[config.mk]
export PLATFORM = sky130hd
export DESIGN_NAME = ctl_cell
export DESIGN_NICKNAME = d
export VERILOG_FILES = /design/src/rtl/ctl_pkg.sv /design/src/rtl/ctl_cell.sv
export SDC_FILE = /design/constraint.sdc
export NUM_CORES = 1
export LEC_CHECK = 0
export BUFFER_PORTS_ARGS = -buffer_cell sky130_fd_sc_hd__buf_2
export CAP_MARGIN = 0
export CORE_MARGIN = 2
export CORE_UTILIZATION = 55
export DETAILED_ROUTE_END_ITERATION = 12
export PLACE_DENSITY_LB_ADDON = 0.12
export RECOVER_POWER = 100
export SLEW_MARGIN = 20
export SYNTH_ARGS = -nofsm -noshare
export SYNTH_HDL_FRONTEND = slang
export SYNTH_SLANG_ARGS = --single-unit
export TNS_END_PERCENT = 10
[constraint.sdc]
create_clock -name clk -period 15.7 [get_ports clk]
set_clock_uncertainty 0.15 [all_clocks]
set_input_delay 3.14 -clock clk [delete_from_list [all_inputs] [get_ports clk]]
set_output_delay 3.14 -clock clk [all_outputs]
set_load 0.05 [all_outputs]
[src/rtl/ctl_pkg.sv]
// ----------------------------------------------------------------------------
// ctl_pkg
// Shared types and constants of the centroid tracker with line crossing.
// ----------------------------------------------------------------------------
package ctl_pkg;

	localparam int unsigned CFG_IDX_BITS   = 1;
	localparam int unsigned SLOT_OUT_BITS  = 4;
	localparam int unsigned MAX_DIST_RESET = 20;

	typedef enum logic [CFG_IDX_BITS-1:0] {
		REG_MID_LINE_X   = 1'b0,
		REG_MAX_DISTANCE = 1'b1
	} ctl_reg_t;

	// probe moving down the chain
	typedef struct packed {
		logic live;
		logic found;
		logic cand;
	} ctl_probe_t;

	// entry write broadcast to the chain
	typedef struct packed {
		logic en;
		logic add;
	} ctl_wr_t;

endpackage

[src/rtl/ctl_cell.sv]
// ----------------------------------------------------------------------------
// ctl_cell
// One table entry: holds a center and a velocity, squares its distance to the
// passing probe and folds the previous entry's distance into the running best.
// ----------------------------------------------------------------------------
module ctl_cell #(
	parameter int unsigned COORD_BITS = 12,
	parameter int unsigned IW         = 4,
	parameter int unsigned CW         = 5,
	parameter int unsigned SLOT       = 0
) (
	input  logic                      clk,
	input  logic                      arst_n,
	input  logic [CW-1:0]             count,
	input  ctl_pkg::ctl_wr_t          wr,
	input  logic [IW-1:0]             wr_slot,
	input  logic [COORD_BITS:0]       wr_cx,
	input  logic [COORD_BITS:0]       wr_cy,
	input  ctl_pkg::ctl_probe_t       ctl_in,
	input  logic [COORD_BITS:0]       cx_in,
	input  logic [COORD_BITS:0]       cy_in,
	input  logic [2*COORD_BITS+5:0]   sq_x_in,
	input  logic [2*COORD_BITS+5:0]   sq_y_in,
	input  logic [COORD_BITS:0]       cand_x_in,
	input  logic [2*COORD_BITS-1:0]   best_in,
	input  logic [IW-1:0]             win_in,
	input  logic [COORD_BITS:0]       old_x_in,
	output ctl_pkg::ctl_probe_t       ctl_out,
	output logic [COORD_BITS:0]       cx_out,
	output logic [COORD_BITS:0]       cy_out,
	output logic [2*COORD_BITS+5:0]   sq_x_out,
	output logic [2*COORD_BITS+5:0]   sq_y_out,
	output logic [COORD_BITS:0]       cand_x_out,
	output logic [2*COORD_BITS-1:0]   best_out,
	output logic [IW-1:0]             win_out,
	output logic [COORD_BITS:0]       old_x_out
);

	localparam int unsigned DW   = COORD_BITS + 3;
	localparam int unsigned SQW  = 2 * DW;
	localparam int unsigned SW   = SQW + 1;
	localparam int unsigned BW   = 2 * COORD_BITS;
	localparam int unsigned PW   = COORD_BITS + 1;
	localparam int unsigned VW   = COORD_BITS + 2;
	localparam int unsigned PREV = (SLOT == 0) ? 0 : SLOT - 1;

	logic [PW-1:0]        ctr_x_q, ctr_y_q;
	logic signed [VW-1:0] spd_x_q, spd_y_q;

	logic                  entry_ok;
	logic                  take;
	logic                  hit;
	logic [SW-1:0]         sum;
	logic signed [DW-1:0]  px, py, dx, dy;
	logic signed [SQW-1:0] mx, my;
	logic signed [VW-1:0]  nspd_x, nspd_y;

	ctl_pkg::ctl_probe_t   ctl_s1;
	logic [PW-1:0]         cx_s1, cy_s1, cand_x_s1, old_x_s1;
	logic [SQW-1:0]        sq_x_s1, sq_y_s1;
	logic [BW-1:0]         best_s1;
	logic [IW-1:0]         win_s1;

	assign entry_ok = count > CW'(SLOT);

	assign px = DW'($signed({1'b0, ctr_x_q})) + DW'(spd_x_q);
	assign py = DW'($signed({1'b0, ctr_y_q})) + DW'(spd_y_q);
	assign dx = px - DW'($signed({1'b0, cx_in}));
	assign dy = py - DW'($signed({1'b0, cy_in}));
	assign mx = dx * dx;
	assign my = dy * dy;

	assign sum  = SW'(sq_x_in) + SW'(sq_y_in);
	assign take = ctl_in.live && ctl_in.cand && (sum < SW'(best_in));

	assign hit    = wr.en && (wr_slot == IW'(SLOT));
	assign nspd_x = $signed({1'b0, wr_cx}) - $signed({1'b0, ctr_x_q});
	assign nspd_y = $signed({1'b0, wr_cy}) - $signed({1'b0, ctr_y_q});

	always_ff @(posedge clk or negedge arst_n) begin
		if (!arst_n) begin
			ctl_s1 <= '0;
		end else begin
			ctl_s1.live  <= ctl_in.live;
			ctl_s1.found <= ctl_in.found | take;
			ctl_s1.cand  <= ctl_in.live & entry_ok;
		end
	end

	always_ff @(posedge clk) begin
		cx_s1     <= cx_in;
		cy_s1     <= cy_in;
		sq_x_s1   <= SQW'(mx);
		sq_y_s1   <= SQW'(my);
		cand_x_s1 <= ctr_x_q;
		if (take) begin
			best_s1  <= sum[BW-1:0];
			win_s1   <= IW'(PREV);
			old_x_s1 <= cand_x_in;
		end else begin
			best_s1  <= best_in;
			win_s1   <= win_in;
			old_x_s1 <= old_x_in;
		end
		if (hit) begin
			ctr_x_q <= wr_cx;
			ctr_y_q <= wr_cy;
			if (wr.add) begin
				spd_x_q <= '0;
				spd_y_q <= '0;
			end else begin
				spd_x_q <= nspd_x;
				spd_y_q <= nspd_y;
			end
		end
	end

	assign ctl_out    = ctl_s1;
	assign cx_out     = cx_s1;
	assign cy_out     = cy_s1;
	assign sq_x_out   = sq_x_s1;
	assign sq_y_out   = sq_y_s1;
	assign cand_x_out = cand_x_s1;
	assign best_out   = best_s1;
	assign win_out    = win_s1;
	assign old_x_out  = old_x_s1;

endmodule

### After elaboration in Yosys (flattened, before gate mapping)

Cells that the tools add are included.

| operators by class | value |
|---|---|
| $add $sub $neg | 7 |
| $mul | 2 |
| order comparisons | 2 |
| multiplexer cells | 2 |
| bitwise logic cells | 2 |
| reductions and logical operators | 4 |

Operator list:

| operator | count |
|---|---|
| $mul A15 B15 Y30 | 2 |
| $add A30 B30 Y31 | 1 |
| $lt A31 B24 Y1 | 1 |
| $add A14 B14 Y15 | 2 |
| $sub A15 B14 Y15 | 2 |
| $sub A13 B13 Y14 | 2 |
| $mux W24 | 1 |
| $mux W13 | 1 |
| $gt A5 B1 Y1 const B | 1 |
| $logic_not A4 Y1 | 1 |
| $logic_and A1 B1 Y1 | 3 |
| $and A1 B1 Y1 | 1 |
| $or A1 B1 Y1 | 1 |

| word-level totals | value |
|---|---|
| flip-flop bits (word level) | 197 |
| input port bits | 182 |
| output and inout port bits | 143 |
| word-level logic and storage cells | 34 |

### Logic depth before layout (Yosys ltp)

Gate-level depths: netlist of run 1.

| logic depth | value |
|---|---|
| depth in word-level cells | 4 |
| depth in mapped cells | 36 |
| mapped depth without buffers | 35 |

### Worst setup path before layout of run 1

Ideal clock, no wire load.

| path | value |
|---|---|
| path kind | input port to flip-flop |
| start | input cy_in[1] |
| end | register sq_y_s1[29], in the netlist sq_y_out[29] |
| library setup time | 0.121 ns |
| arrival | 11.326 ns |
| data required time | 15.429 ns |
| setup slack | 4.103 ns |
| stages | 33 |
| path buffers | 1 |
| cell sequence | fa_1 -> inv_1 -> fa_1 -> a21o_1 -> a21oi_1 -> o21bai_1 -> a211o_1 -> a2111oi_0 -> nor3_1 -> xor2_1 -> clkbuf_1 -> inv_1 -> nor2_1 -> fa_1 -> inv_1 -> fa_1 -> inv_1 -> fa_1 -> fa_1 -> fa_1 -> inv_1 -> fa_1 -> inv_1 -> ha_1 -> and3_1 -> and3b_1 -> a211oi_1 -> o22ai_1 -> o2111ai_1 -> a21oi_1 -> a2111oi_0 -> a21oi_1 -> xnor2_1 |

| between the ends | value |
|---|---|
| longest elaborated chain between the ends | 2 |

RTL lines:

| what | line | RTL |
|---|---|---|
| start, declared | ctl_cell.sv:21 | `input logic [COORD_BITS:0] cy_in,` |
| $sub A15 B14 Y15 | ctl_cell.sv:69 | `assign dy = py - DW'($signed({1'b0, cy_in}));` |
| $mul A15 B15 Y30 | ctl_cell.sv:71 | `assign my = dy * dy;` |
| via my[29] | ctl_cell.sv:55 | `logic signed [SQW-1:0] mx, my;` |
| end signal, assigned | ctl_cell.sv:94 | `sq_y_s1 <= SQW'(my);` |
| end, declared | ctl_cell.sv:60 | `logic [SQW-1:0] sq_x_s1, sq_y_s1;` |

The timed path passes the listed nets, and every way through them passes these cells.
A chain may end at the register's enable or synchronous reset.

### Worst setup path in the final report of run 1

Same ends and word-level chain as after synthesis.

==> results of run 1 <==
placed cells by master, fill, tap and decap left out, drive strengths merged, types with 7 or more instances in the layout:
master  netlist  final
and2         38     38
clkinv        2     10
nor2b        23     23
xnor2        82     82
o21ai        54     54
ha          281    281
clkbuf       42    214
nor2        152    152
edfxtp       54     54
nand2       183    183
a211oi        9      9
a21o         57     57
xor2         44     44
fa          420    420
nand4        13     13
and3         13     13
dfxtp       138    138
o21bai       13     13
o31ai         7      7
nand2b       14     14
o41ai         7      7
a21oi       102    102
o21a         11     11
mux2         43     43
nand3        22     22
nor3         45     45
a21boi        8      8
inv         692    698
buf           7    144
flip-flops by register name, summed over array words and instances (netlist names):
signal	count
best_out	24
cand_x_out	13
ctl_out	3
ctr_x_q	13
ctr_y_q	13
cx_out	13
cy_out	13
old_x_out	13
spd_x_q	14
spd_y_q	14
sq_x_out	29
sq_y_out	29
win_out	4
area by class of cell:
| type | instances | area (um2) |
|---|---|---|
| antenna | 5 | 12.5 |
| clock buffer | 18 | 439 |
| clock inverter | 14 | 180 |
| fill | 4104 | 17600 |
| inverter | 694 | 2610 |
| multi-input combinational | 1718 | 18000 |
| sequential | 195 | 4460 |
| tap | 600 | 751 |
| timing repair buffer | 340 | 1490 |
logic make-up after synthesis:
family / Yosys count / share of synthesized area, %
mux: 45 / 2.50
simple gates: 524 / 9.36
other cells: 1 / 0.0147
flops: 195 / 17.5
compound gates: 320 / 8.31
xor+xnor: 126 / 4.34
fa+ha+maj: 701 / 46.8
buf+inv: 743 / 11.1
metal layers:
layer / up-vias / wire length (um) / part of all wire, %
met5: - / 50 / 0.084
met3: 97 / 3100 / 5.2
li1: 8869 / - / -
met1: 9106 / 25100 / 42
met2: 475 / 29900 / 50
met4: 8 / 1640 / 2.7
critical path, delay by kind of cell:
kind                     cells  cell delay [ps]
XOR/XNOR                     1              150
AND/OR/NAND/NOR              4              750
AO/OA/AOI/OAI               12             3490
buffers and inverters        6             1020
adder cells (fa/ha/maj)      9             4220
worst max path at each step:
stage          startpoint      endpoint  slack, ps  cells past startpoint
2_1_floorplan    cy_in[1]  sq_y_out[29]       4100                     33
3_3_place_gp     cy_in[1]  sq_y_out[29]       3180                     32
3_5_place_dp     cy_in[1]  sq_y_out[29]       2920                     32
4_1_cts          cy_in[1]  sq_y_out[29]       3500                     32
5_1_grt          cy_in[1]  sq_y_out[29]       2580                     32
6_report         cy_in[1]  sq_y_out[29]       3150                     32
stage by stage:
stage / worst slack [ps] / utilization (%) / hold slack [ps] / instances
6_report: 3150 / 61.3 / 226 / 3584
5_1_grt: 2580 / 61.3 / 245 / 3583
2_1_floorplan: 4100 / - / 198 / 2656
3_5_place_dp: 2920 / 60.9 / 205 / 3547
3_3_place_gp: 3180 / 60.9 / 208 / 3547
4_1_cts: 3500 / 62.2 / 230 / 3579
==> flow_summary.toml, run 1 <==
[outcome]
status = "complete, but fails checks"
violations = "capacitance limit, slew limit"

[logic_synthesis]
synthTopCellsByCount = "inv_1 (688), fa_1 (420), ha_1 (281)"
synth.cell_area_um2 = 25500
synth-edff-count = 54
syn_avg_cell_area_um2 = 9.59
yosysWarnings = 0
yosysTopAreaCell = "fa_1"
synthCells = 2655
ys_top_cells_by_area = "fa_1 (33%), ha_1 (14%), dfxtp_1 (11%)"
async_flop_share_pct = 1.54
synthFlopType = "dfxtp_1"
synth-seq-area-share_pct = 17.5
synth-seq-cells = 195
ys_types = 71
yosysTopAreaCellShare_pct = 33.0
yosysMostFrequentCell = "inv_1"

[global_routing]
top_usage_layer = "met2"
grtUsageMet3_pct = 4.74
grt.total_usage_pct = 26.9
first_global_vias = 20300
use_met1_pct = 33.6
antenna_found_initial = 7
grt_max_degree = 55
grt_use_met2_pct = 47.1
grt_pass1_wl_um = 100000
grt-ovfl-total = 0

[critical_path]
cpMostUsedCell = "fa_1"
worst-path-max-fanout = 19
required_ps = 15920
reg2reg_depth = 32
crit_path_max_incr_delay_ps = 660
crit-reg2reg-launch = "ctr_y_q[1]"
critical_path_arrival_ps = 12780
end_kind = "flop"
reg2reg_to = "sq_y_out[29]"
cp-start-kind = "primary input"
r2r_slack_ps = 5430
criticalPathCategory = "in2reg"
crit_slowest_cell = "a2111oi_0"

[cts]
cts_root_buf = "clkbuf_16"
cts_sinks = 195
clock_latency_ps = 510
ctsHoldBuffers = 0
cts-buffers-inserted = 17
cts_resized = 0
path_clk_slew_ps = 80
post_cts_buffers = 0
htreeDepth = 4
clockBufferDepth = 2
cts_tree = "done"

[drt]
antenna_left = 0
drt-initial-drc-count = 866
viasPerCell = 5.18
wl_um = 59800
drc = 0
drt-pass1-iter-count = 5
vias = 18600
wire_per_inst_um = 16.7

[layout]
stdcell_area_um2 = 27900
drive_gt1_share_pct = 6.61
final_nets = 3849
synthToLayoutAreaGrowth_pct = 9.81

[hold_path]
hold_class = "reg2reg"
min-delay-start = "ctr_x_q[9]"
hold_end = "cand_x_out[9]"
whs_path_depth = 0

[sta]
tightest_slew_ps = 3090
rsz0062_at_grt = "no"
final_max_slew_viol_count = 115
hold_viol_final = 0
max_clock_freq_mhz = 79.7
tns_ps = 0
finalCritPeriodShare_pct = 80.0
max_slew_margin_pct = -106
period_needed_ps = 12550
finalSetupViolations = 0

[die]
die_area_um2 = 48000
num_io_pins = 325
start_util_pct = 55.8
rows = 78
core_um2 = 45600
fp.dieW_um = 219
fp.dieH_um = 219

[placement]
place_area_um2 = 27700
port_buffers = 322
gp_congestion = 0.945
hpwl_um = 50700

[flow_run]
cap_violations = 3
Power of run 1 is not shown: default switching activity piles up to over one toggle a cycle in this logic, so the estimate is an artifact.
==> run 2: changes to the inputs <==
ABC_AREA = 1   (was unset)
clock period = 10.4 ns   (was 15.7 ns; I/O delays follow)
==> run 2 against run 1 <==
The run still ends with capacitance limit, slew limit left. Largest cell class unchanged. Highest routed layer is now met4. Worst setup slack got worse by 2500 ps. Die area increased by 3.6%. Critical endpoint is now sq_x_out[28]. First-iteration DRC count increased by 21%.
==> flow_summary.toml, run 2 <==
[outcome]
status = "complete, but fails checks"
violations = "capacitance limit, slew limit"

[global_routing]
grt_max_degree = 55
grt-ovfl-total = 0
antenna_found_initial = 2
first_global_vias = 22400
grt_pass1_wl_um = 111000
grt.total_usage_pct = 28.7

[layout]
final_common_cell = "inv_1"
synthToLayoutAreaGrowth_pct = 10.3
final_nets = 4368
drive_gt1_share_pct = 6.32
nFillCells = 4425
ff_latch_area_um2 = 4460
multi_input_area_um2 = 18500
layout_common_cells = "inv_1 (833), nand2_1 (555), fa_1 (420), ha_1 (281), nor2_1 (237)"

[critical_path]
crit_path_max_incr_delay_ps = 710
required_ps = 10650
cpMostUsedCell = "fa_1"
cp-start-kind = "primary input"
end_kind = "flop"
worst-path-max-fanout = 11
r2r_slack_ps = 1900
cp_top_family = "adder cells"
criticalPathCategory = "in2reg"
path_buf_inv = 7
critical_path_arrival_ps = 10050
crit_slowest_cell = "clkbuf_1"

[logic_synthesis]
yosysTopAreaCellShare_pct = 31.9
ys_types = 49
yosysWarnings = 0
yosysMostFrequentCell = "inv_1"
synthCells = 3150
synth.cell_area_um2 = 26400
synth-seq-cells = 195
yosysTopAreaCell = "fa_1"
async_flop_share_pct = 1.54
ys_top_cells_by_area = "fa_1 (32%), ha_1 (13%), inv_1 (12%)"
synthFlopType = "dfxtp_1"
synth-edff-count = 54
synth-seq-area-share_pct = 16.9
syn_avg_cell_area_um2 = 8.38
synthTopCellsByCount = "inv_1 (832), nand2_1 (555), fa_1 (420)"

[cts]
htreeDepth = 4
clock_latency_ps = 510
cts_tree = "done"
post_cts_buffers = 0
cts_resized = 0
path_clk_slew_ps = 80
cts_sinks = 195
cts-buffers-inserted = 17
ctsHoldBuffers = 0
clockBufferDepth = 2
cts_root_buf = "clkbuf_16"

[sta]
hold_viol_final = 0
max_clock_freq_mhz = 102
period_needed_ps = 9800
finalCritPeriodShare_pct = 94.2
final_max_slew_viol_count = 133
rsz0062_at_grt = "no"
max_slew_margin_pct = -128
tns_ps = 0
finalSetupViolations = 0
tightest_slew_ps = 3420

[placement]
hpwl_um = 57800
gp_congestion = 0.927
port_buffers = 322

[drt]
viasPerCell = 5.16
drc = 0
antenna_left = 0
vias = 21200
drt-initial-drc-count = 1049
wl_um = 67400
drt-pass1-iter-count = 7
wire_per_inst_um = 16.4

[die]
num_io_pins = 325
die_area_um2 = 49700
start_util_pct = 55.5
rows = 80
fp.dieW_um = 223
core_um2 = 47500
fp.dieH_um = 223

[hold_path]
hold_class = "reg2reg"

[flow_run]
cap_violations = 3
run 2: changes by cell type in the layout (fill, tap and decap cells not counted), moves of 38 or more:
| cell | before | now |
|---|---|---|
| nor2_1 | 152 | 237 |
| a21o_1 | 57 | 19 |
| nand4_1 | 13 | 55 |
| inv_1 | 689 | 833 |
| xnor2_1 | 81 | 26 |
| mux2_1 | 38 | 0 |
| a21oi_1 | 101 | 149 |
| nand3_1 | 22 | 86 |
| nand2_1 | 183 | 555 |
run 2: worst register-to-register path: cells and delay by family, from the launching register on:
family                   cells  cell delay [ps]
AO/OA/AOI/OAI                2              260
flip-flops                   1              390
AND/OR/NAND/NOR             14             2260
buffers and inverters        7             1240
adder cells (fa/ha/maj)      9             4100
run 2: layout make-up:
cell class / instances / share of cell area (%)
antenna: 2 / 0.0172
sequential: 195 / 15.3
clock inverter: 14 / 0.576
multi-input combinational: 2071 / 63.6
timing repair buffer: 356 / 5.44
tap: 615 / 2.64
clock buffer: 18 / 1.47
inverter: 844 / 10.9
run 2: per-stage QoR:
step | utilization, % | std cells | setup slack [ps] | cell area (um2) | hold WS [ps]
floorplan | - | 3151 | 1090 | 26400 | 198
global placement | 60.6 | 4081 | 106 | 28800 | 202
detailed placement | 60.6 | 4081 | 100 | 28800 | 205
CTS | 61.8 | 4113 | 639 | 29400 | 230
global route | 61.2 | 4115 | 127 | 29100 | 246
finish | 61.2 | 4115 | 601 | 29100 | 227
run 2: layer usage:
metal	vias to the layer above	track usage (%)	wire length, um
met5	-	0	0
met4	0	12.0	2280
met3	123	3.77	3660
met2	665	49.6	32800
met1	10300	36.4	28600
li1	10200	-	-
run 2: cells by family after synthesis:
group           after synthesis  share of synthesized area [%]
other cells                   1                         0.0142
simple gates                983                           15.3
buf+inv                     885                           12.9
mux                           1                         0.0427
fa+ha+maj                   701                           45.2
compound gates              283                           6.05
flops                       195                           16.9
xor+xnor                    101                           3.57
run 2: path summary, 6_finish.rpt:
kind                            start  depth (start not counted)       endpoint
min in group asynchronous      arst_n                          1     ctl_out[0]
max in group asynchronous      arst_n                          1     ctl_out[2]
setup reg to reg           ctr_x_q[1]                         32   sq_x_out[28]
hold reg to reg            ctr_x_q[8]                          0  cand_x_out[8]
setup / recovery             cx_in[0]                         33   sq_x_out[28]
hold / removal             ctr_x_q[8]                          0  cand_x_out[8]
Power of run 2 is left out for the same reason.
